`src/hw/rtl/ifs_chaos_game_point_step_assert.svh`:
```
// Assertion macros shared by the RTL of the chaos-game point step.
// Needs clk_i and rst_ni in the scope where a macro is used.
`ifndef IFS_CHAOS_GAME_POINT_STEP_ASSERT_SVH
`define IFS_CHAOS_GAME_POINT_STEP_ASSERT_SVH

// Antecedent implies consequent in the same cycle.
`define ICG_ASSERT_NOW(lbl, ante, cons) \
  lbl: assert property (@(posedge clk_i) disable iff (!rst_ni) (ante) |-> (cons)) \
    else $error("same-cycle implication failed");

// Antecedent implies consequent in the next cycle.
`define ICG_ASSERT_NEXT(lbl, ante, cons) \
  lbl: assert property (@(posedge clk_i) disable iff (!rst_ni) (ante) |=> (cons)) \
    else $error("next-cycle implication failed");

`endif

```
`src/hw/rtl/ifs_cg_pkg.sv`:
```
// Package of the chaos-game point step: types, codes and the map coefficients.
// The coefficients are derived at elaboration; no other dependencies.
`default_nettype none

package ifs_cg_pkg;

  typedef enum logic [1:0] {
    ST_IDLE,
    ST_MAC,
    ST_DIV,
    ST_OUT
  } state_e;

  typedef enum logic [1:0] {
    MAP_FIRST,
    MAP_SECOND,
    MAP_THIRD
  } map_sel_e;

  typedef enum logic [2:0] {
    REG_FIRST_LIMIT,
    REG_SECOND_LIMIT,
    REG_X_SCALE,
    REG_Y_SCALE,
    REG_SCREEN_WIDTH,
    REG_SCREEN_HEIGHT
  } reg_idx_e;

  localparam int unsigned DefaultMaxScreenDim = 1024;
  localparam int unsigned NumW = 56;

  typedef struct packed {
    logic signed [31:0] a;
    logic signed [31:0] b;
    logic signed [31:0] e;
    logic signed [31:0] c;
    logic signed [31:0] d;
    logic signed [31:0] f;
  } map_t;

  typedef struct packed {
    logic               en;
    logic               clr;
    logic signed [31:0] a;
    logic signed [31:0] b;
  } mac_op_t;

  typedef struct packed {
    logic               start;
    logic [26:0]        k;
    logic signed [32:0] d;
  } div_req_t;

  typedef struct packed {
    logic               busy;
    logic               done;
    logic signed [41:0] q;
  } div_rsp_t;

  localparam longint One30 = longint'(1) << 30;
  localparam longint HalfSqrt2 = 759250125;

  function automatic longint rnd_sh(longint v, int k);
    longint h;
    h = longint'(1) << (k - 1);
    if (v >= 0) return (v + h) >>> k;
    return -((-v + h) >>> k);
  endfunction

  function automatic longint isqrt64(longint unsigned v);
    longint unsigned r;
    longint unsigned bitv;
    longint unsigned rem;
    r = 0;
    rem = v;
    bitv = longint'(1) << 62;
    for (int i = 0; i < 32; i++) begin
      if (rem >= r + bitv) begin
        rem = rem - (r + bitv);
        r = (r >> 1) + bitv;
      end else begin
        r = r >> 1;
      end
      bitv = bitv >> 2;
    end
    return longint'(r);
  endfunction

  function automatic longint kmul(longint v);
    return rnd_sh(v * HalfSqrt2, 30);
  endfunction

  localparam longint EOff = (94 * One30 + 50) / 100;
  localparam longint FOff = (2 * One30 + 50) / 100;

  function automatic map_t make_map(longint fc, longint fs, longint gc, longint gs,
                                    longint ty);
    map_t m;
    longint e1;
    longint f1;
    e1 = rnd_sh(One30 - fc, 1);
    f1 = rnd_sh(2 * ty - gs, 1);
    m.a = 32'(kmul(fc - gs));
    m.b = 32'(kmul(-fs - gc));
    m.e = 32'(kmul(e1 - f1) + EOff);
    m.c = 32'(kmul(fc + gs));
    m.d = 32'(kmul(-fs + gc));
    m.f = 32'(kmul(e1 + f1) + FOff);
    return m;
  endfunction

  localparam longint Ty4 = (4 * One30 + 12) / 25;
  localparam longint Ty1 = (One30 + 12) / 25;
  localparam longint S3 = isqrt64(longint'(3) << 60);
  localparam longint MQ4 = 4 * isqrt64(longint'(11426896) << 38);
  localparam longint DotQ = 1068 * S3 - 1310 * One30;
  localparam longint CrsQ = 1310 * S3 + 1068 * One30;
  localparam longint MFc = (8842 * One30 + 5213) / 10426;
  localparam longint MFs = -((400 * One30 + 5213) / 10426);
  localparam longint LFc = (2640 * One30 + 5213) / 10426;
  localparam longint LFs = (4142 * One30 + 5213) / 10426;
  localparam longint TFc = (DotQ + 5213) / 10426;
  localparam longint TFs = (CrsQ + 5213) / 10426;
  localparam longint TGc = (DotQ * 524288 + MQ4 / 2) / MQ4;
  localparam longint TGs = (CrsQ * 524288 + MQ4 / 2) / MQ4;

  localparam map_t MapFirst = make_map(MFc, MFs, MFc, MFs, Ty4);
  localparam map_t MapSecond = make_map(LFc, LFs, LFc, LFs, Ty4);
  localparam map_t MapThird = make_map(TFc, TFs, TGc, TGs, Ty1);

  localparam logic signed [31:0] Q25 = 32'(((longint'(25) << 28) + 50) / 100);
  localparam logic signed [31:0] Q26 = 32'(((longint'(26) << 28) + 50) / 100);
  localparam logic signed [32:0] Q50 = 33'(((longint'(50) << 28) + 50) / 100);
  localparam logic signed [32:0] Q30 = 33'(((longint'(30) << 28) + 50) / 100);
  localparam logic [26:0] K11 = 27'(((longint'(11) << 28) + 50) / 100);
  localparam logic [26:0] K41 = 27'(((longint'(41) << 28) + 50) / 100);
  localparam logic [26:0] K40 = 27'(((longint'(40) << 28) + 50) / 100);
  localparam logic signed [31:0] OneQ28 = 32'(longint'(1) << 28);

  function automatic logic signed [65:0] rsh66(logic signed [65:0] v, int unsigned k);
    logic signed [65:0] h;
    h = 66'sd1 <<< (k - 1);
    if (!v[65]) return (v + h) >>> k;
    return -((-v + h) >>> k);
  endfunction

  function automatic logic signed [31:0] rsat30(logic signed [65:0] v);
    logic signed [65:0] r;
    r = rsh66(v, 30);
    if (r > 66'sd2147483647) return 32'sh7fffffff;
    if (r < -66'sd2147483648) return 32'sh80000000;
    return r[31:0];
  endfunction

  function automatic logic [7:0] level8(logic signed [42:0] v);
    logic signed [65:0] t;
    logic signed [65:0] r;
    t = (66'(v) <<< 8) - 66'(v);
    r = rsh66(t, 28);
    if (r[65]) return 8'd0;
    if (r > 66'sd255) return 8'd255;
    return r[7:0];
  endfunction

endpackage

`default_nettype wire

```
`src/hw/rtl/ifs_cg_mac.sv`:
```
// Shared signed 32x32 multiply-accumulate unit of the chaos-game point step.
// Product register, then accumulator; uses ifs_cg_pkg.
`default_nettype none

module ifs_cg_mac (
  input  logic                   clk_i,
  input  logic                   rst_ni,
  input  ifs_cg_pkg::mac_op_t    op_i,
  output logic signed [65:0]     acc_o
);
  import ifs_cg_pkg::*;

  logic signed [63:0] prod_q, prod_d;
  logic               en_q, clr_q;
  logic signed [65:0] acc_q, acc_d;

  always_comb begin
    prod_d = op_i.a * op_i.b;
    acc_d = acc_q;
    if (en_q) begin
      acc_d = (clr_q ? 66'sd0 : acc_q) + 66'(prod_q);
    end
  end

  always_ff @(posedge clk_i or negedge rst_ni) begin
    if (!rst_ni) begin
      en_q <= 1'b0;
      clr_q <= 1'b0;
    end else begin
      en_q <= op_i.en;
      clr_q <= op_i.clr;
    end
  end

  always_ff @(posedge clk_i) begin
    prod_q <= prod_d;
    acc_q <= acc_d;
  end

  assign acc_o = acc_q;

endmodule

`default_nettype wire

```
`config.mk`:
```
export PLATFORM = sky130hd
export DESIGN_NAME = ifs_cg_mac
export DESIGN_NICKNAME = d
export VERILOG_FILES = /design/src/hw/rtl/ifs_chaos_game_point_step_assert.svh /design/src/hw/rtl/ifs_cg_pkg.sv /design/src/hw/rtl/ifs_cg_mac.sv
export SDC_FILE = /design/constraint.sdc
export NUM_CORES = 2
export LEC_CHECK = 0
export ABC_CLOCK_PERIOD_IN_PS = 3600
export BUFFER_PORTS_ARGS = -buffer_cell sky130_fd_sc_hd__buf_2
export CAP_MARGIN = 30
export CORE_ASPECT_RATIO = 0.9
export CORE_MARGIN = 2
export CORE_UTILIZATION = 55
export DETAILED_ROUTE_END_ITERATION = 10
export HOLD_SLACK_MARGIN = 0.03
export PLACE_DENSITY_LB_ADDON = 0.12
export SETUP_SLACK_MARGIN = 0.5
export SYNTH_ARGS = -nofsm -noshare
export SYNTH_HDL_FRONTEND = slang
export SYNTH_SLANG_ARGS = --single-unit
```
`constraint.sdc`:
```
create_clock -name clk_i -period 3.6 [get_ports clk_i]
set_clock_uncertainty 0.05 [all_clocks]
set_input_delay 0.72 -clock clk_i [delete_from_list [all_inputs] [get_ports clk_i]]
set_output_delay 0.72 -clock clk_i [all_outputs]
set_load 0.05 [all_outputs]
```
# Word level (Yosys, flattened, before mapping)
# Index checks and enable logic that the tools add are counted.
# W data, S select, Z words.
[totals]
reg_bits = 132
input_bits = 68
wordCells = 7
[op_classes]
add_sub_neg = 1
multipliers = 1
n_mux = 1
[op_table]
columns = ["operator", "count"]
rows = [
  ["$add A66 B64 Y66", 1],
  ["$mux W66", 1],
  ["$mul A32 B32 Y64", 1],
]

# Depth between registers and ports, before layout
[depth]
depth_word = 2
mapped_depth = 29
depth_no_buf = 28

# Worst setup path before layout
# No wires, ideal clock.
[synth_path]
path_kind = "input to register"
startpoint = "input op_i[63] (netlist name)"
endpoint = "register prod_q[63]"
t_arrival_ps = 7895
setup_slack_ps = -4417
path_stages = 25
n_path_buf = 1
path_cell_list = "clkbuf_1 nand2_1 inv_1 fa_1 fa_1 inv_1 fa_1 inv_1 fa_1 inv_1 fa_1 fa_1 fa_1 fa_1 inv_1 ha_1 a21o_1 a21o_1 a31o_2 a21oi_1 o22ai_1 nor3b_4 nand3_2 a41oi_2 xnor2_1"
[synth_between]
elab_chain_cells = 1
[synth_rtl]
columns = ["element", "line_no", "rtl"]
rows = [
  ["start: declaration", "ifs_cg_mac.sv:8", "input ifs_cg_pkg::mac_op_t op_i,"],
  ["$mul A32 B32 Y64", "ifs_cg_mac.sv:18", "prod_d = op_i.a * op_i.b;"],
  ["net prod_d[63]", "ifs_cg_mac.sv:13", "logic signed [63:0] prod_q, prod_d;"],
  ["end signal: assignment", "ifs_cg_mac.sv:36", "prod_q <= prod_d;"],
  ["end: declaration", "ifs_cg_mac.sv:13", ""],
]
# The timed path passes the listed nets, and every way through them passes these cells.
# A chain may end at the register's enable or synchronous reset.

# Worst setup path in the final report
[layout_path]
startpoint = "input op_i[54] (netlist name)"
endpoint = "register prod_q[62]"
# The elaborated chain is that of the path after synthesis.

==> flow_summary.html <==
<table>
<tr><th>Metric</th><th>Value</th></tr>
<tr><th colspan="2">Finish</th></tr>
<tr><td>Post-layout nets</td><td>6619</td></tr>
<tr><td>Area Overhead vs Synth</td><td>24.7%</td></tr>
<tr><td>Fillers</td><td>6065</td></tr>
<tr><td>Core Util, Final</td><td>69.5%</td></tr>
<tr><td>Ant diodes</td><td>0</td></tr>
<tr><td>Share of layout cells above drive strength 1</td><td>between 20% and 30%</td></tr>
<tr><th colspan="2">Detailed routing</th></tr>
<tr><td>Met2 WL</td><td>around 61 mm</td></tr>
<tr><td>Routed wl met3</td><td>4.82 mm</td></tr>
<tr><td>DRT Pass-1 Iters</td><td>6</td></tr>
<tr><td>Wire length per cell</td><td>18.6 µm</td></tr>
<tr><td>Highest routed metal layer</td><td>met4</td></tr>
<tr><td>Met1 routed wirelength after detailed routing</td><td>approximately 48 mm</td></tr>
<tr><td>Number of nets still failing antenna checks after routing</td><td>0</td></tr>
<tr><td>Total wirelength of the detailed-routed design</td><td>between 100 and 150 mm</td></tr>
<tr><td>Final routed DRC violation total</td><td>0</td></tr>
<tr><td>Per-cell via count in the routed design</td><td>between 5 and 6</td></tr>
<tr><td>Initial drt markers</td><td>roughly 1700</td></tr>
<tr><td>Total via count after detailed routing</td><td>about 33000</td></tr>
<tr><th colspan="2">STA</th></tr>
<tr><td>Post-layout worst setup margin</td><td>-3.77 ns</td></tr>
<tr><td>Unrepaired setup endpoints after global routing</td><td>true</td></tr>
<tr><td>Setup-failing EPs final</td><td>64</td></tr>
<tr><td>Pin slew with the least headroom to its limit</td><td>around 0.65 ns</td></tr>
<tr><td>Final period util</td><td>205%</td></tr>
<tr><td>Worst slew margin</td><td>roughly 56%</td></tr>
<tr><td>Accumulated negative setup slack</td><td>-178.57 ns</td></tr>
<tr><td>Final count of hold timing violations</td><td>0</td></tr>
<tr><td>Min cycle time layout</td><td>7.37 ns</td></tr>
<tr><td>F_max</td><td>about 140 MHz</td></tr>
<tr><td>Max Transition Viols Final</td><td>0</td></tr>
<tr><th colspan="2">Synth</th></tr>
<tr><td>Share of flip-flops with an asynchronous set or reset after synthesis</td><td>between 1.5 and 2%</td></tr>
<tr><td>Sequential share of the synthesized area</td><td>7.60%</td></tr>
<tr><td>Synthesized area</td><td>between 40000 and 50000 µm²</td></tr>
<tr><td>Post-synth top flop</td><td>sky130_fd_sc_hd__edfxtp_1</td></tr>
<tr><td>Cell taking the most area after synthesis</td><td>sky130_fd_sc_hd__fa_1</td></tr>
<tr><td>Count of flip-flops with a built-in enable after synthesis</td><td>66</td></tr>
<tr><td>Leading post-synthesis cells by cell area</td><td>sky130_fd_sc_hd__fa_1 (50%), sky130_fd_sc_hd__inv_1 (9.0%), sky130_fd_sc_hd__and2_1 (7.3%)</td></tr>
<tr><td>Number of distinct library cells after synthesis</td><td>74</td></tr>
<tr><td>Area share of the largest cell type after synthesis</td><td>around 50%</td></tr>
<tr><td>Flops &amp; latches, synth</td><td>roughly 130</td></tr>
<tr><td>Gate count of the mapped netlist</td><td>4614</td></tr>
<tr><td>Most repeated cell in the gate-level netlist after synthesis</td><td>sky130_fd_sc_hd__fa_1</td></tr>
<tr><td>List of most frequent post-synthesis cells</td><td>sky130_fd_sc_hd__fa_1 (1083), sky130_fd_sc_hd__inv_1 (1040), sky130_fd_sc_hd__nand2_1 (552), sky130_fd_sc_hd__and2_1 (509), sky130_fd_sc_hd__ha_1 (249)</td></tr>
<tr><td>Post-Synthesis Mean Instance Area</td><td>9.45 µm²</td></tr>
<tr><td>Synth Net Count</td><td>6014</td></tr>
<tr><td>Synthesis warning total</td><td>0</td></tr>
<tr><th colspan="2">CTS</th></tr>
<tr><td>Bufs on Longest Clock Path</td><td>2</td></tr>
<tr><td>Number of clock sinks</td><td>132</td></tr>
<tr><td>Clock slew seen by the registers of the worst setup and hold paths</td><td>around 0.06 ns</td></tr>
<tr><td>Clk_lat worst skew</td><td>roughly 0.44 ns</td></tr>
<tr><td>CTS tree</td><td>yes</td></tr>
<tr><td>Total CTS buffers</td><td>17</td></tr>
<tr><td>CTS HTree Levels</td><td>4</td></tr>
<tr><td>Clock tree root driver cell</td><td>sky130_fd_sc_hd__clkbuf_16</td></tr>
<tr><th colspan="2">Worst setup path</th></tr>
<tr><td>Worst-case reg-to-reg path depth</td><td>16</td></tr>
<tr><td>Required @ worst endpoint</td><td>roughly 4 ns</td></tr>
<tr><td>Register-to-register path setup slack</td><td>-0.13 ns</td></tr>
<tr><td>Nature of the critical path startpoint</td><td>primary input</td></tr>
<tr><td>Critical path's slowest cell</td><td>sky130_fd_sc_hd__fa_1</td></tr>
<tr><td>Startpoint of the worst register-to-register path</td><td>clr_q</td></tr>
<tr><td>Kind of cell with the highest combined delay on the critical path</td><td>adder cells</td></tr>
<tr><td>Worst R2R End</td><td>acc_o[62]</td></tr>
<tr><td>Critical Path Fanout Max</td><td>14</td></tr>
<tr><td>Data arrival, critical path</td><td>between 7 and 8 ns</td></tr>
<tr><td>Kind of end point of the critical path</td><td>register</td></tr>
<tr><td>Worst path buffer plus inverter count</td><td>7</td></tr>
<tr><td>Crit path largest cell delay</td><td>about 0.63 ns</td></tr>
<tr><td>Cell seen most often among critical-path stages</td><td>sky130_fd_sc_hd__fa_1</td></tr>
<tr><td>Critical Setup Path Class</td><td>primary input to register</td></tr>
<tr><th colspan="2">Placement</th></tr>
<tr><td>HPWL Detailed</td><td>between 90 and 100 mm</td></tr>
<tr><td>Weighted congestion at the end of routability-driven global placement</td><td>roughly 0.94</td></tr>
<tr><td>Number of input and output port buffers inserted</td><td>around 130</td></tr>
<tr><td>Dpl ws</td><td>-4.42 ns</td></tr>
<tr><th colspan="2">Die</th></tr>
<tr><td>Row Count</td><td>97</td></tr>
<tr><td>IO Pins</td><td>between 100 and 150</td></tr>
<tr><td>Initial core utilization</td><td>a little under three fifths</td></tr>
<tr><td>Die height</td><td>~270 µm</td></tr>
<tr><td>Full die area</td><td>81500 µm²</td></tr>
<tr><td>Core box area</td><td>78200 µm²</td></tr>
<tr><td>Die X</td><td>~300 µm</td></tr>
<tr><th colspan="2">GRT</th></tr>
<tr><td>Vias in the first global route</td><td>36800</td></tr>
<tr><td>Overall Global Routing Usage</td><td>between 20 and 30%</td></tr>
<tr><td>Sum of overflow across all layers after global routing</td><td>0</td></tr>
<tr><td>Wire length of the first global-routing pass</td><td>~190 mm</td></tr>
<tr><td>Antenna violations before repair</td><td>1</td></tr>
<tr><td>Maximum number of pins on one net before global-route repair</td><td>39</td></tr>
<tr><th colspan="2">Status</th></tr>
<tr><td>Status</td><td>complete, but fails checks</td></tr>
<tr><td>Failing checks</td><td>negative setup slack</td></tr>
<tr><th colspan="2">Job</th></tr>
<tr><td>Max cap viols</td><td>0</td></tr>
<tr><th colspan="2">Worst hold path</th></tr>
<tr><td>Worst hold-check path type</td><td>primary input to register</td></tr>
<tr><td>Hold Crit Start</td><td>op_i[65]</td></tr>
<tr><td>Min-Delay Path Depth</td><td>1</td></tr>
<tr><td>Hold Path End</td><td>en_q</td></tr>
</table>
## flip-flops by register name, indices dropped and copies added (netlist names)
register,flops
acc_o,66
prod_q,64
clr_q,1
en_q,1
## metrics by stage
stage	cell area, µm²	instances	hold WS, ns
after floorplan	45000	4614	0.374
after global placement	50100	6119	0.454
after detailed placement	50100	6119	0.456
after CTS	52800	6225	0.327
after global routing	54400	6271	0.322
final	54400	6271	0.336
## worst reg2reg max path, cell delays in order, from the launching register on
cell	delay, ns
sky130_fd_sc_hd__dfrtp_2	0.43
sky130_fd_sc_hd__buf_6	0.15
sky130_fd_sc_hd__nor2b_4	0.10
sky130_fd_sc_hd__ha_2	0.18
sky130_fd_sc_hd__inv_2	0.04
sky130_fd_sc_hd__fa_2	0.38
sky130_fd_sc_hd__nor2b_2	0.13
sky130_fd_sc_hd__o21ai_2	0.08
sky130_fd_sc_hd__a21boi_2	0.24
sky130_fd_sc_hd__o21ai_4	0.12
sky130_fd_sc_hd__a21oi_4	0.19
sky130_fd_sc_hd__a41o_1	0.32
sky130_fd_sc_hd__a31oi_4	0.15
sky130_fd_sc_hd__o31a_1	0.33
sky130_fd_sc_hd__o21bai_4	0.23
sky130_fd_sc_hd__a41oi_2	0.18
sky130_fd_sc_hd__xnor2_1	0.18
## how the worst max path moves through the flow
stage	start	end	slack (ns)	depth (start not counted)
final	op_i[54]	prod_q[62]	-3.77	27
after global routing	op_i[17]	prod_q[62]	-4.03	26
after CTS	op_i[5]	prod_q[60]	-3.75	29
after detailed placement	op_i[8]	prod_q[60]	-4.42	26
after global placement	op_i[8]	prod_q[60]	-4.38	26
after floorplan	op_i[6]	prod_q[63]	-4.07	25
## layout make-up
class	instances	area, µm²	share of cell area [%]
clock buffer	21	450	0.829
clock inverter	11	128	0.235
inverter	1040	3910	7.19
multi-input combinational	3212	38000	69.9
sequential	132	3320	6.10
tap	1039	1300	2.39
timing repair buffer	816	7230	13.3
## timing repair
item | 4_1_cts | 5_1_grt
pin swaps | 178 | 123
buffers inserted | 71 | 45
endpoints found under the hold margin | 2 | 0
gates cloned | 2 | 1
gates resized for setup | 360 | 261
hold buffers | 1 | 0
endpoints found under the setup margin | 98 | 105
## logic make-up after synthesis
| family | count (synthesis) | synth area share, % |
|---|---|---|
| simple gates | 1350 | 15.7 |
| fa+ha+maj | 1332 | 56.9 |
| buf+inv | 1270 | 11.0 |
| compound gates | 395 | 6.09 |
| xor+xnor | 135 | 2.71 |
| flops | 132 | 7.60 |
## cell usage in the layout (no fill, tap or decap), drive strengths merged, types with 3 or more instances in the layout
master    netlist  layout
o31a            3       3
or3             4       4
clkinv          0       5
nor2           78      78
dfxtp          64      64
a221oi          3       3
and2          509     509
a31oi          18      18
a211o           4       4
a21o           94      94
o21ai          67      67
a21oi         112     112
edfxtp         66      66
a31o            3       3
o211ai         10      10
xor2           40      40
o21a           15      15
nand2         552     552
a211oi         15      15
nor4            4       4
nor2b          82      82
nand3          34      34
nand2b         22      22
ha            249     249
nand4          21      21
xnor2          95      95
nor3           14      14
and3           15      15
or2             4       4
o31ai           6       6
clkinvlp        0       3
buf             5     811
inv          1040    1041
o21bai         25      25
clkbuf        225      24
fa           1083    1083
## layer usage
metal | vias to the layer above | global-route usage (%)
li1 | 14800 | -
met1 | 17100 | 38.8
met2 | 798 | 53.9
met3 | 202 | 2.83
met4 | 0 | 7.23
met5 | - | 0
Power is not shown: default switching activity piles up to over one toggle a cycle in this logic, so the estimate is an artifact.
