[src/hw/rtl/ifs_chaos_game_point_step_assert.svh]
// Assertion macros shared by the RTL of the chaos-game point step.
// Needs clk_i and rst_ni in the scope where a macro is used.
`ifndef IFS_CHAOS_GAME_POINT_STEP_ASSERT_SVH
`define IFS_CHAOS_GAME_POINT_STEP_ASSERT_SVH

// Antecedent implies consequent in the same cycle.
`define ICG_ASSERT_NOW(lbl, ante, cons) \
  lbl: assert property (@(posedge clk_i) disable iff (!rst_ni) (ante) |-> (cons)) \
    else $error("same-cycle implication failed");

// Antecedent implies consequent in the next cycle.
`define ICG_ASSERT_NEXT(lbl, ante, cons) \
  lbl: assert property (@(posedge clk_i) disable iff (!rst_ni) (ante) |=> (cons)) \
    else $error("next-cycle implication failed");

`endif

[src/hw/rtl/ifs_cg_pkg.sv]
// Package of the chaos-game point step: types, codes and the map coefficients.
// The coefficients are derived at elaboration; no other dependencies.
`default_nettype none

package ifs_cg_pkg;

  typedef enum logic [1:0] {
    ST_IDLE,
    ST_MAC,
    ST_DIV,
    ST_OUT
  } state_e;

  typedef enum logic [1:0] {
    MAP_FIRST,
    MAP_SECOND,
    MAP_THIRD
  } map_sel_e;

  typedef enum logic [2:0] {
    REG_FIRST_LIMIT,
    REG_SECOND_LIMIT,
    REG_X_SCALE,
    REG_Y_SCALE,
    REG_SCREEN_WIDTH,
    REG_SCREEN_HEIGHT
  } reg_idx_e;

  localparam int unsigned DefaultMaxScreenDim = 1024;
  localparam int unsigned NumW = 56;

  typedef struct packed {
    logic signed [31:0] a;
    logic signed [31:0] b;
    logic signed [31:0] e;
    logic signed [31:0] c;
    logic signed [31:0] d;
    logic signed [31:0] f;
  } map_t;

  typedef struct packed {
    logic               en;
    logic               clr;
    logic signed [31:0] a;
    logic signed [31:0] b;
  } mac_op_t;

  typedef struct packed {
    logic               start;
    logic [26:0]        k;
    logic signed [32:0] d;
  } div_req_t;

  typedef struct packed {
    logic               busy;
    logic               done;
    logic signed [41:0] q;
  } div_rsp_t;

  localparam longint One30 = longint'(1) << 30;
  localparam longint HalfSqrt2 = 759250125;

  function automatic longint rnd_sh(longint v, int k);
    longint h;
    h = longint'(1) << (k - 1);
    if (v >= 0) return (v + h) >>> k;
    return -((-v + h) >>> k);
  endfunction

  function automatic longint isqrt64(longint unsigned v);
    longint unsigned r;
    longint unsigned bitv;
    longint unsigned rem;
    r = 0;
    rem = v;
    bitv = longint'(1) << 62;
    for (int i = 0; i < 32; i++) begin
      if (rem >= r + bitv) begin
        rem = rem - (r + bitv);
        r = (r >> 1) + bitv;
      end else begin
        r = r >> 1;
      end
      bitv = bitv >> 2;
    end
    return longint'(r);
  endfunction

  function automatic longint kmul(longint v);
    return rnd_sh(v * HalfSqrt2, 30);
  endfunction

  localparam longint EOff = (94 * One30 + 50) / 100;
  localparam longint FOff = (2 * One30 + 50) / 100;

  function automatic map_t make_map(longint fc, longint fs, longint gc, longint gs,
                                    longint ty);
    map_t m;
    longint e1;
    longint f1;
    e1 = rnd_sh(One30 - fc, 1);
    f1 = rnd_sh(2 * ty - gs, 1);
    m.a = 32'(kmul(fc - gs));
    m.b = 32'(kmul(-fs - gc));
    m.e = 32'(kmul(e1 - f1) + EOff);
    m.c = 32'(kmul(fc + gs));
    m.d = 32'(kmul(-fs + gc));
    m.f = 32'(kmul(e1 + f1) + FOff);
    return m;
  endfunction

  localparam longint Ty4 = (4 * One30 + 12) / 25;
  localparam longint Ty1 = (One30 + 12) / 25;
  localparam longint S3 = isqrt64(longint'(3) << 60);
  localparam longint MQ4 = 4 * isqrt64(longint'(11426896) << 38);
  localparam longint DotQ = 1068 * S3 - 1310 * One30;
  localparam longint CrsQ = 1310 * S3 + 1068 * One30;
  localparam longint MFc = (8842 * One30 + 5213) / 10426;
  localparam longint MFs = -((400 * One30 + 5213) / 10426);
  localparam longint LFc = (2640 * One30 + 5213) / 10426;
  localparam longint LFs = (4142 * One30 + 5213) / 10426;
  localparam longint TFc = (DotQ + 5213) / 10426;
  localparam longint TFs = (CrsQ + 5213) / 10426;
  localparam longint TGc = (DotQ * 524288 + MQ4 / 2) / MQ4;
  localparam longint TGs = (CrsQ * 524288 + MQ4 / 2) / MQ4;

  localparam map_t MapFirst = make_map(MFc, MFs, MFc, MFs, Ty4);
  localparam map_t MapSecond = make_map(LFc, LFs, LFc, LFs, Ty4);
  localparam map_t MapThird = make_map(TFc, TFs, TGc, TGs, Ty1);

  localparam logic signed [31:0] Q25 = 32'(((longint'(25) << 28) + 50) / 100);
  localparam logic signed [31:0] Q26 = 32'(((longint'(26) << 28) + 50) / 100);
  localparam logic signed [32:0] Q50 = 33'(((longint'(50) << 28) + 50) / 100);
  localparam logic signed [32:0] Q30 = 33'(((longint'(30) << 28) + 50) / 100);
  localparam logic [26:0] K11 = 27'(((longint'(11) << 28) + 50) / 100);
  localparam logic [26:0] K41 = 27'(((longint'(41) << 28) + 50) / 100);
  localparam logic [26:0] K40 = 27'(((longint'(40) << 28) + 50) / 100);
  localparam logic signed [31:0] OneQ28 = 32'(longint'(1) << 28);

  function automatic logic signed [65:0] rsh66(logic signed [65:0] v, int unsigned k);
    logic signed [65:0] h;
    h = 66'sd1 <<< (k - 1);
    if (!v[65]) return (v + h) >>> k;
    return -((-v + h) >>> k);
  endfunction

  function automatic logic signed [31:0] rsat30(logic signed [65:0] v);
    logic signed [65:0] r;
    r = rsh66(v, 30);
    if (r > 66'sd2147483647) return 32'sh7fffffff;
    if (r < -66'sd2147483648) return 32'sh80000000;
    return r[31:0];
  endfunction

  function automatic logic [7:0] level8(logic signed [42:0] v);
    logic signed [65:0] t;
    logic signed [65:0] r;
    t = (66'(v) <<< 8) - 66'(v);
    r = rsh66(t, 28);
    if (r[65]) return 8'd0;
    if (r > 66'sd255) return 8'd255;
    return r[7:0];
  endfunction

endpackage

`default_nettype wire

[src/hw/rtl/ifs_cg_div.sv]
// Bit-serial restoring divider for the saturating reciprocals, one bit a cycle.
// Rounds half away from zero and clamps to plus or minus 2^40; uses ifs_cg_pkg.
`default_nettype none

module ifs_cg_div (
  input  logic                  clk_i,
  input  logic                  rst_ni,
  input  ifs_cg_pkg::div_req_t  req_i,
  output ifs_cg_pkg::div_rsp_t  rsp_o
);
  import ifs_cg_pkg::*;

  localparam int unsigned CntW = $clog2(NumW);

  logic              busy_q, busy_d, done_q, done_d, neg_q, neg_d;
  logic [CntW-1:0]   cnt_q, cnt_d;
  logic [NumW-1:0]   nq_q, nq_d;
  logic [32:0]       ud_q, ud_d, rem_q, rem_d;
  logic [33:0]       trial;
  logic [32:0]       ud_in;
  logic [40:0]       qclamp;

  always_comb begin
    busy_d = busy_q;
    done_d = 1'b0;
    cnt_d = cnt_q;
    nq_d = nq_q;
    ud_d = ud_q;
    rem_d = rem_q;
    neg_d = neg_q;
    ud_in = req_i.d[32] ? 33'(-req_i.d) : 33'(req_i.d);
    trial = {rem_q, nq_q[NumW-1]};
    if (req_i.start) begin
      busy_d = 1'b1;
      cnt_d = '0;
      ud_d = ud_in;
      rem_d = '0;
      neg_d = req_i.d[32];
      nq_d = {1'b0, req_i.k, 28'd0} + NumW'(ud_in >> 1);
    end else if (busy_q) begin
      if (trial >= {1'b0, ud_q}) begin
        rem_d = 33'(trial - {1'b0, ud_q});
        nq_d = {nq_q[NumW-2:0], 1'b1};
      end else begin
        rem_d = trial[32:0];
        nq_d = {nq_q[NumW-2:0], 1'b0};
      end
      cnt_d = cnt_q + 1'b1;
      if (cnt_q == CntW'(NumW - 1)) begin
        busy_d = 1'b0;
        done_d = 1'b1;
      end
    end
  end

  always_ff @(posedge clk_i or negedge rst_ni) begin
    if (!rst_ni) begin
      busy_q <= 1'b0;
      done_q <= 1'b0;
    end else begin
      busy_q <= busy_d;
      done_q <= done_d;
    end
  end

  always_ff @(posedge clk_i) begin
    cnt_q <= cnt_d;
    nq_q <= nq_d;
    ud_q <= ud_d;
    rem_q <= rem_d;
    neg_q <= neg_d;
  end

  assign qclamp = (nq_q > NumW'(64'd1 << 40)) ? 41'(64'd1 << 40) : nq_q[40:0];
  assign rsp_o.busy = busy_q;
  assign rsp_o.done = done_q;
  assign rsp_o.q = neg_q ? -$signed({1'b0, qclamp}) : $signed({1'b0, qclamp});

endmodule

`default_nettype wire

[config.mk]
export PLATFORM = sky130hd
export DESIGN_NAME = ifs_cg_div
export DESIGN_NICKNAME = d
export VERILOG_FILES = /design/src/hw/rtl/ifs_chaos_game_point_step_assert.svh /design/src/hw/rtl/ifs_cg_pkg.sv /design/src/hw/rtl/ifs_cg_div.sv
export SDC_FILE = /design/constraint.sdc
export NUM_CORES = 1
export LEC_CHECK = 0
export CAP_MARGIN = 20
export CORE_MARGIN = 1
export CORE_UTILIZATION = 35
export DETAILED_ROUTE_END_ITERATION = 8
export DONT_BUFFER_PORTS = 1
export SETUP_SLACK_MARGIN = 0.3
export SLEW_MARGIN = 20
export SYNTH_ARGS = -nofsm -noshare
export SYNTH_HDL_FRONTEND = slang
export SYNTH_SLANG_ARGS = --single-unit
[constraint.sdc]
create_clock -name clk_i -period 5.72 [get_ports clk_i]
set_input_delay 0.286 -clock clk_i [delete_from_list [all_inputs] [get_ports clk_i]]
set_output_delay 0.286 -clock clk_i [all_outputs]
set_load 0.01 [all_outputs]
; ---- Word level (Yosys, flattened, before mapping)
; Cells that the tools add are included.
[classes]
div = 0
bitwise_logic = 0
n_addsub = 5
mul = 0
eq_ne = 1
magnitude_cmp = 2
mux = 13
reduce_logical = 1
shift = 0
[op_table]
columns = cell, n
row1 = $mux W56, 2
row2 = $mux W33, 2
row3 = $add A55 B32 Y56, 1
row4 = $gt A56 B41 Y1 const B, 1
row5 = $mux W42, 1
row6 = $neg A41 Y42, 1
row7 = $mux W41, 1
row8 = $ge A34 B33 Y1, 1
row9 = $neg A33 Y33, 1
row10 = $sub A33 B33 Y33, 1
row11 = $mux W1, 7
row12 = $add A6 B1 Y6 const B, 1
row13 = $eq A6 B6 Y1 const B, 1
row14 = $reduce_bool A2 Y1, 1
[word_totals]
n_memories = 0
latchBits = 0
inputBits = 63
reg_bits = 131
romBits = 0
ramBits = 0
wordCells = 29

; ---- Longest topological paths before layout
; Gate-level depths: netlist (run 1).
[logic_depth]
word_depth = 4
depth_mapped = 18

; ---- Worst setup path after synthesis (run 1)
; Ideal clock, no wire load.
[synth_timing]
path_type = input -> register
from = input req_i[1] in the netlist's numbering
to = register nq_q[53] (data pin)
setup_ns = 0.271
required_time_ns = 5.449
path_stages = 18
t_arrival_ns = 4.117
slack_ns = 1.333
path_buffers = 0
path_cell_list = inv_1 > ha_1 > or3b_2 > nor2_1 > nand4_2 > or4_1 > or4_4 > o31ai_1 > xnor2_1 > ha_1 > a21o_1 > a21oi_1 > o21bai_1 > nand4_1 > nor3_1 > nand3_1 > xor2_1 > a21oi_1
[synth_via]
elab_chain_cells = 4
[synth_lines]
columns = element, line_no
row1 = "start, declared", ifs_cg_div.sv:8  ; input ifs_cg_pkg::div_req_t req_i,
row2 = $neg A33 Y33, ifs_cg_div.sv:31  ; ud_in = req_i.d[32] ? 33'(-req_i.d) : 33'(req_i.d);
row3 = $mux W33, ifs_cg_div.sv:31
row4 = via ud_in[30], ifs_cg_div.sv:20  ; logic [32:0] ud_in;
row5 = $add A55 B32 Y56, ifs_cg_div.sv:39  ; nq_d = {1'b0, req_i.k, 28'd0} + NumW'(ud_in >> 1);
row6 = $mux W56, ifs_cg_div.sv:33  ; if (req_i.start) begin
row7 = via nq_d[53], ifs_cg_div.sv:17  ; logic [NumW-1:0] nq_q, nq_d;
row8 = "end signal, assigned", ifs_cg_div.sv:68  ; nq_q <= nq_d;
row9 = "end, declared", ifs_cg_div.sv:17
; The timed path passes the listed nets, and every way through them passes these cells.
; A chain may end at the register's enable or synchronous reset.

==> results of run 1 <==
-- worst max-delay path, cell delays in order (launching register included) --
cell	delay [ps]
edfxtp_1	500
or4_1	710
nor3_2	370
and4_4	340
nand2_2	90
a21oi_4	170
buf_4	280
nand2_1	110
ha_1	250
inv_1	170
a211oi_2	90
nor3_4	390
nor2_2	150
a311oi_1	480
-- power groups by stage --
stage	Sequential (mW)	Clock (mW)	Combinational, mW
floorplan	1.28	0	0.814
global placement	1.33	0	0.995
detailed placement	1.33	0	0.994
CTS	1.31	1.23	1.01
global route	1.33	1.26	1.15
finish	1.31	1.21	1.02
-- repair_timing --
item,CTS,global route
hold buffers,4,0
endpoints found under the hold margin,52,0
resized for setup,0,0
setup endpoints to repair,0,0
-- synth_stat cells, types with 11 or more instances --
master	n
nor2_1	136
edfxtp_1	90
a21oi_1	82
nand2_1	81
xnor2_1	65
o21ai_0	53
inv_1	49
xor2_1	44
ha_1	40
dfxtp_1	39
clkbuf_1	38
mux2_2	32
nor3_1	29
nand3_1	28
a211oi_1	26
nand4_1	18
o31ai_1	18
a21o_1	11
-- state kept, by name (all words and copies together) (netlist names) --
register  flops
ud_q         33
neg_q         1
busy_q        1
nq_q         56
done_q        1
rem_q        33
cnt_q         6
-- worst paths after layout --
check                                        from                     end  slack, ps  cells past startpoint
hold / removal                          req_i[31]      ud_q[32]$_DFFE_PP_         90                      1
setup / recovery               nq_q[16]$_DFFE_PP_               rsp_o[30]        910                     13
min in group asynchronous                  rst_ni        done_q$_DFF_PN0_        100                      1
setup reg to reg               nq_q[55]$_DFFE_PP_       nq_q[0]$_DFFE_PP_       1590                     10
max in group asynchronous                  rst_ni        busy_q$_DFF_PN0_       5490                      1
hold reg to reg            rem_q[32]$_SDFFE_PP0P_  rem_q[32]$_SDFFE_PP0P_        480                      2
-- cell type report --
cell class,count,area [um2]
fillers,2725,16330
multi-input cells,847,5640
flip-flops and latches,131,3535
clock buffers,19,432.9
well taps,341,426.7
clock inverters,13,206.4
inverters,51,191.4
repair buffers,11,110.1
-- routing by layer --
metal  vias to the layer above  part of all wire, %  global-route usage [%]
met1                      3754                   47                   24.92
li1                       3937                    -                       -
met5                         -                    0                       0
met2                       229                   46                   29.87
met3                        30                  5.1                   3.687
met4                         0                  1.9                   5.824
-- cells by family (layout without fill, tap and decap cells) --
logic type / Yosys count / count (layout) / synth area share [%]
AO/OA/AOI/OAI: 278 / 278 / 19.06
XOR/XNOR: 109 / 109 / 9.977
adder cells (fa/ha/maj): 42 / 42 / 5.649
buffers and inverters: 102 / 94 / 4.250
flip-flops: 131 / 131 / 36.92
multiplexers: 41 / 41 / 4.759
AND/OR/NAND/NOR: 377 / 377 / 19.38
-- through the flow --
step,utilization (%),power (mW)
final,39.23,3.544
after global routing,39.23,3.743
after CTS,39.23,3.555
after detailed placement,36.63,2.324
after global placement,36.63,2.322
after floorplan,-,2.095
==> results_dict.tcl, run 1 <==
set metrics [dict create \
    outcome "completed" \
    cts_tree "yes" \
    syn_to_final_growth_pct 10.17 \
    synth_edf_count 90 \
    finalWirelength_um 25290 \
    fin_crit_ps 4808 \
    vias 7950 \
    fin_cells 1413 \
    via_per_inst 5.626 \
    yosysTopAreaCell "edfxtp_1" \
    finalHoldViolations 0 \
    dp_cells 1377 \
    cts_sinks 131 \
    preCtsSetupSlack_ps 569.1 \
    final_cell_mix "nor2_1 (136), edfxtp_1 (90), a21oi_1 (82)" \
    drtIter0Drc 727 \
    synth_warnings 0 \
    drive_above_1_share_pct 9.422 \
    htree_levels 4 \
    p_int_mw 2.385 \
    antenna_found_initial 0 \
    rows 60 \
    die_h_um 167.4 \
    hold_path_class "input pin to flop" \
    maxCapViolations 0 \
    combPwrFrac_pct 28.9 \
    power.leakage_nw 3.870 \
    fin_tns_setup_ps 0 \
    holdWs_ps 88.66 \
    ys_seq_elements 131 \
    finish.instance_area_um2 10540 \
    synth_area_um2 9569 \
    worstPathArrival_ps 4520 \
    synth.distinct_cells 77 \
    end_kind "output port" \
    switching_power_mw 1.160 \
    synthArstFlopShare_pct 1.527 \
    setup_ws_ps 912.5 \
    fin_crit_sh_pct 84.05 \
    synth_fp_nets 1185 \
    clock_skew_ps 14.09 \
    synth_area_leaders "edfxtp_1 (28%), dfxtp_1 (8.2%), xnor2_1 (5.9%), nor2_1 (5.3%), ha_1 (5.2%)" \
    dpl-instance-area_um2 9846 \
    start_util_pct 35.61 \
    max_freq_ghz 0.2080 \
    die_area_um2 28010 \
    num_antenna_cells 0 \
    max_slew.worst_pin.slew_ps 981.0 \
    die_w_um 167.4 \
    clk_pin_slew_ps 60 \
    clock_latency_ps 420 \
    clockRootBuffer "clkbuf_16" \
    cts_setup_buffers 0 \
    portBuffers 0 \
    grt_usage_pct 18.54 \
    max_slew_margin_pct 34.36 \
    hpwlAfterDp_um 18510 \
    vdd_ir_drop_max_v 0.0002187 \
    wl_per_cell_um 17.90 \
    gp_congestion 0.9058 \
    crit_required_ps 5430 \
    grt_pass1_wl_um 41520 \
    fp.coreArea_um2 26880 \
    numCtsBuffers 17 \
    final-setup-viol-count 0 \
    critical_path_class "flop to output port" \
    p_clk_share_pct 34.1 \
    grt_max_degree 105 \
    critPathMaxFanout 22 \
    pwr-share-seq_pct 37.0 \
    p_sw_share_pct 32.72 \
    ys_seq_area_share_pct 36.92 \
    clockBufferDepth 2 \
    drc 0 \
    slew_violations 0 \
    layout_commonest_cell "nor2_1" \
    pin_count 107 \
    grt_pass1_vias 7572 \
    synthDominantCellAreaShare_pct 28.24 \
    dr.pass1.iters 5 \
    synth_ff_type "edfxtp_1" \
    overflow 0 \
    synth_area_per_cell_um2 8.860 \
    rsz0062_at_grt "false" \
    synthCells 1080 \
    fin_nets 1164 \
    drtAntennaViolNets 0 \
    power_density_nw_per_um2 336.2 \
    start_kind "flop" \
]
No activity file was read; power rests on OpenSTA's default activity.
==> run 2: changes to the inputs <==
Clock period 5.72 ns to 4.4 ns, I/O delays scaled along.
==> results_dict.tcl, run 2 (synthesis gave the netlist of run 1 again) <==
set metrics [dict create \
    numCtsBuffers 17 \
    met1Wirelength_um 11990 \
    regMostFlops "nq_q" \
    hold_path_class "input pin to asynchronous set/reset pin" \
    wl_met3_um 1357 \
    clock_latency_ps 420 \
    num_antenna_cells 0 \
    fp.coreArea_um2 26880 \
    gp_congestion 0.9375 \
    drc 0 \
    dr.pass1.iters 5 \
    drtIter0Drc 691 \
    start_kind "flop" \
    portBuffers 0 \
    vdd_ir_drop_max_v 0.0002823 \
    vias 8207 \
    crit_required_ps 4180 \
    cts_sinks 131 \
    met2WireLength_um 12360 \
    critical_path_class "flop to output port" \
    worstPathArrival_ps 3740 \
    num-fill-cells 2669 \
    dp_cells 1405 \
    htree_levels 4 \
    clock_skew_ps 11.24 \
    end_kind "output port" \
    power_density_nw_per_um2 413.6 \
    fin_crit_ps 3964 \
    final-setup-viol-count 0 \
    fin_crit_sh_pct 90.10 \
    max_slew_margin_pct 44.37 \
    clk_pin_slew_ps 60 \
    highest_layer "met4" \
    slew_violations 0 \
    holdWs_ps 25.69 \
    grt_usage_pct 18.81 \
    outcome "completed" \
    grt_pass1_wl_um 42460 \
    reg.largest.list "nq_q: 56 flops, rem_q: 33 flops, ud_q: 33 flops" \
    drtAntennaViolNets 0 \
    pin_count 107 \
    rsz0062_at_grt "true" \
    grt_pass1_vias 7951 \
    fin_cells 1449 \
    preCtsSetupSlack_ps 4.970 \
    setup_ws_ps 435.7 \
    fin_nets 1200 \
    grt_max_degree 88 \
    finalWirelength_um 26110 \
    syn_to_final_growth_pct 13.15 \
    start_util_pct 35.61 \
    largest_reg_flops 56 \
    hpwlAfterDp_um 18850 \
    wl_per_cell_um 18.02 \
    clockBufferDepth 2 \
    final_cell_mix "nor2_1 (134), edfxtp_1 (90), a21oi_1 (82)" \
    clockRootBuffer "clkbuf_16" \
    cts_tree "yes" \
    die_h_um 167.4 \
    antenna_found_initial 0 \
    layout_commonest_cell "nor2_1" \
    die_area_um2 28010 \
    r2r_start "nq_q[55]$_DFFE_PP_" \
    die_w_um 167.4 \
    critPathLaunch "nq_q[2]$_DFFE_PP_" \
    rows 60 \
    max_freq_ghz 0.2522 \
    fin_tns_setup_ps 0 \
    max_slew.worst_pin.slew_ps 834.4 \
    power_mw 4.479 \
    maxCapViolations 0 \
    finalHoldViolations 0 \
    power.leakage_nw 4.040 \
    critPathMaxFanout 6 \
    via_per_inst 5.664 \
    drive_above_1_share_pct 13.81 \
    overflow 0 \
]
-- run 2: changes by cell type in the layout (fill, tap and decap cells not counted), moves of 3 or more --
cell,before,now
nor3_1,29,26
inv_6,3,6
buf_4,7,42
bufinv_16,5,1
-- run 2: timing repair --
action                                  CTS  global route
buffers inserted                          4             4
hold endpoints to repair                 69             0
hold buffers                              4             0
endpoints found under the setup margin   16            21
cloned                                    0             0
pin swaps                                 1             4
resized for setup                         8             8
-- run 2: stage by stage --
step,utilization (%),instance area [um2]
6_report,40.29,10830
5_1_grt,40.29,10830
4_1_cts,40.07,10770
3_5_place_dp,37.53,10090
3_3_place_gp,37.53,10090
2_1_floorplan,-,9599
-- run 2: cell type report --
class                      instances  area (um2)  share of cell area (%)
clock buffer                      18       429.2                   3.963
clock inverter                    14       142.6                   1.317
inverter                          51       191.4                   1.768
multi-input combinational        847        5719                   52.82
sequential                       131        3535                   32.64
tap                              341       426.7                   3.940
timing repair buffer              47       384.1                   3.547
-- run 2: per-layer routing --
layer	track usage, %	up-vias
met1	24.79	3905
met4	4.667	0
met5	0	-
met3	3.876	35
met2	31.36	255
li1	-	4012
-- run 2: worst paths after layout --
| check | slack (ps) | cells after the start | end |
|---|---|---|---|
| worst max-delay path | 440 | 14 | rsp_o[30] |
| worst min-delay path | 30 | 1 | done_q$_DFF_PN0_ |
| worst max register to register | 840 | 12 | rem_q[22]$_SDFFE_PP0P_ |
| worst min register to register | 490 | 2 | cnt_q[5]$_SDFFE_PP0P_ |
| max in group asynchronous | 4240 | 1 | busy_q$_DFF_PN0_ |
| min in group clk_i | 30 | 1 | ud_q[32]$_DFFE_PP_ |
-- run 2: critical path, cell delays in order (launching register included) --
cell	delay, ps
edfxtp_1	410
or4_4	580
nor4_2	230
buf_4	170
and4_4	270
nand2_2	90
a21oi_4	150
and2_1	180
inv_1	50
ha_2	210
and4_4	200
nor3_4	200
nor2_2	120
a311oi_2	280
buf_4	170
-- run 2: where the power goes --
| part | total (mW) | internal, mW | switching [mW] |
|---|---|---|---|
| clock network | 1.40 | 0.796 | 0.603 |
| logic | 1.37 | 0.586 | 0.788 |
| registers | 1.71 | 1.53 | 0.178 |
==> run 3: changes to the inputs <==
Settings changed: CELL_PAD_IN_SITES_DETAIL_PLACEMENT set to 0, CELL_PAD_IN_SITES_GLOBAL_PLACEMENT set to 1, PLACE_DENSITY_LB_ADDON set to 0.1.
==> results_dict.tcl, run 3 (synthesis gave the netlist of run 1 again) <==
set metrics [dict create \
    drive_above_1_share_pct 15.31 \
    power.leakage_nw 4.180 \
    multi_input_area_um2 5802 \
    critical_path_class "flop to output port" \
    syn_to_final_growth_pct 15.23 \
    vdd_ir_drop_max_v 0.0002279 \
    overflow 0 \
    via_per_inst 5.528 \
    final_cell_mix "nor2_1 (133), edfxtp_1 (90), a21oi_1 (81)" \
    regArea_um2 3535 \
    rsz0062_at_grt "false" \
    power_mw 4.560 \
    max_slew.worst_pin.slew_ps 830.5 \
    clockBufferDepth 2 \
    crit_required_ps 4180 \
    num-fill-cells 2742 \
    cts_sinks 131 \
    reg.largest.list "nq_q: 56 flops, rem_q: 33 flops, ud_q: 33 flops" \
    final-setup-viol-count 0 \
    start_kind "flop" \
    vias 8060 \
    finalHoldViolations 0 \
    gp_congestion 0.8754 \
    die_area_um2 28010 \
    clock_skew_ps 13.51 \
    grt_pass1_vias 7858 \
    critPathMaxFanout 6 \
    drc 0 \
    hpwlAfterDp_um 19890 \
    htree_levels 4 \
    die_h_um 167.4 \
    dp_cells 1406 \
    drtIter0Drc 421 \
    finish.instance_area_um2 11030 \
    max_slew_margin_pct 44.64 \
    numCtsBuffers 17 \
    grt_pass1_wl_um 44130 \
    fin_crit_sh_pct 89.68 \
    die_w_um 167.4 \
    portBuffers 0 \
    wl_per_cell_um 18.84 \
    drtAntennaViolNets 0 \
    worstPathArrival_ps 3730 \
    dpl-instance-area_um2 10090 \
    antenna_found_initial 0 \
    pin_count 107 \
    clockRootBuffer "clkbuf_16" \
    end_kind "output port" \
    finalWirelength_um 27460 \
    clk_pin_slew_ps 60 \
    fin_tns_setup_ps 0 \
    fp.coreArea_um2 26880 \
    power_density_nw_per_um2 413.5 \
    maxCapViolations 0 \
    hold_path_class "input pin to asynchronous set/reset pin" \
    grt_usage_pct 20.13 \
    rows 60 \
    grt_max_degree 88 \
    regMostFlops "nq_q" \
    dr.pass1.iters 4 \
    fin_nets 1209 \
    clock_latency_ps 430 \
    outcome "completed" \
    num_antenna_cells 0 \
    slew_violations 0 \
    layout_commonest_cell "nor2_1" \
    cts_tree "yes" \
    largest_reg_flops 56 \
    holdWs_ps 27.83 \
    start_util_pct 35.61 \
    max_freq_ghz 0.2534 \
    fin_crit_ps 3946 \
    fin_cells 1458 \
]
==> run 3: cell count changes in the layout (fill, tap and decap cells not counted), sizes merged <==
cell         previous run  this run
clkinv                  5         7
clkinvlp                2         0
clkbuf                 18        24
inv                    57        52
dlygate4sd3             3         4
bufinv                  1         0
buf                    44        52
==> run 3: what timing repair did <==
item | CTS | global route
hold buffers | 5 | 0
gates resized for setup | 8 | 23
buffers inserted | 8 | 7
setup endpoints to repair | 16 | 25
hold endpoints to repair | 70 | 0
pin swaps | 2 | 10
==> run 3: worst max-delay path, cell delays in order, from the launching register on <==
cell and delay [ps]:
edfxtp_1 410, or3_1 450, or4_4 460, nor3_4 240, nand2_2 110, a21oi_4 190, and2_4 160, inv_1 60
ha_4 180, and4_4 170, buf_4 150, nand4_1 90, o41ai_1 100, or3_1 410, nand3_2 110
==> run 3: layout make-up <==
class,count,share of cell area (%)
Clock inverter,8,0.5220
Multi-Input combinational cell,847,52.62
Tap cell,341,3.869
Sequential cell,131,32.05
Clock buffer,24,5.061
Timing Repair Buffer,56,4.119
Inverter,51,1.759
==> run 3: path summary, 6_finish.rpt <==
check,startpoint,endpoint,slack [ps],depth (start not counted)
setup / recovery,nq_q[33]$_DFFE_PP_,rsp_o[38],450,14
hold / removal,rst_ni,done_q$_DFF_PN0_,30,1
setup reg to reg,nq_q[55]$_DFFE_PP_,rem_q[22]$_SDFFE_PP0P_,900,12
hold reg to reg,rem_q[21]$_SDFFE_PP0P_,rem_q[21]$_SDFFE_PP0P_,480,2
max in group asynchronous,rst_ni,busy_q$_DFF_PN0_,4230,1
min in group clk_i,req_i[22],ud_q[22]$_DFFE_PP_,30,1
==> run 3: routing by layer <==
layer | vias to the layer above | share of wire [%] | track usage (%)
li1 | 4039 | - | -
met4 | 0 | 2.3 | 7.220
met3 | 35 | 4.0 | 3.593
met2 | 170 | 44 | 30.83
met5 | - | 0 | 0
met1 | 3816 | 50 | 28.28
==> run 3: through the flow <==
| step | util [%] | setup slack, ps |
|---|---|---|
| 3_5_place_dp | 37.56 | -22.64 |
| 2_1_floorplan | - | 311.3 |
| 5_1_grt | 41.03 | 293.6 |
| 4_1_cts | 40.44 | 302.0 |
| 6_report | 41.03 | 454.1 |
| 3_3_place_gp | 37.56 | 49.58 |
==> run 3: where the power goes <==
group | leakage, nW | switching, mW | internal, mW
Clock | 0.307 | 0.575 | 0.894
Combinational | 2.62 | 0.799 | 0.587
Sequential | 1.26 | 0.177 | 1.53
Total | 4.18 | 1.55 | 3.01
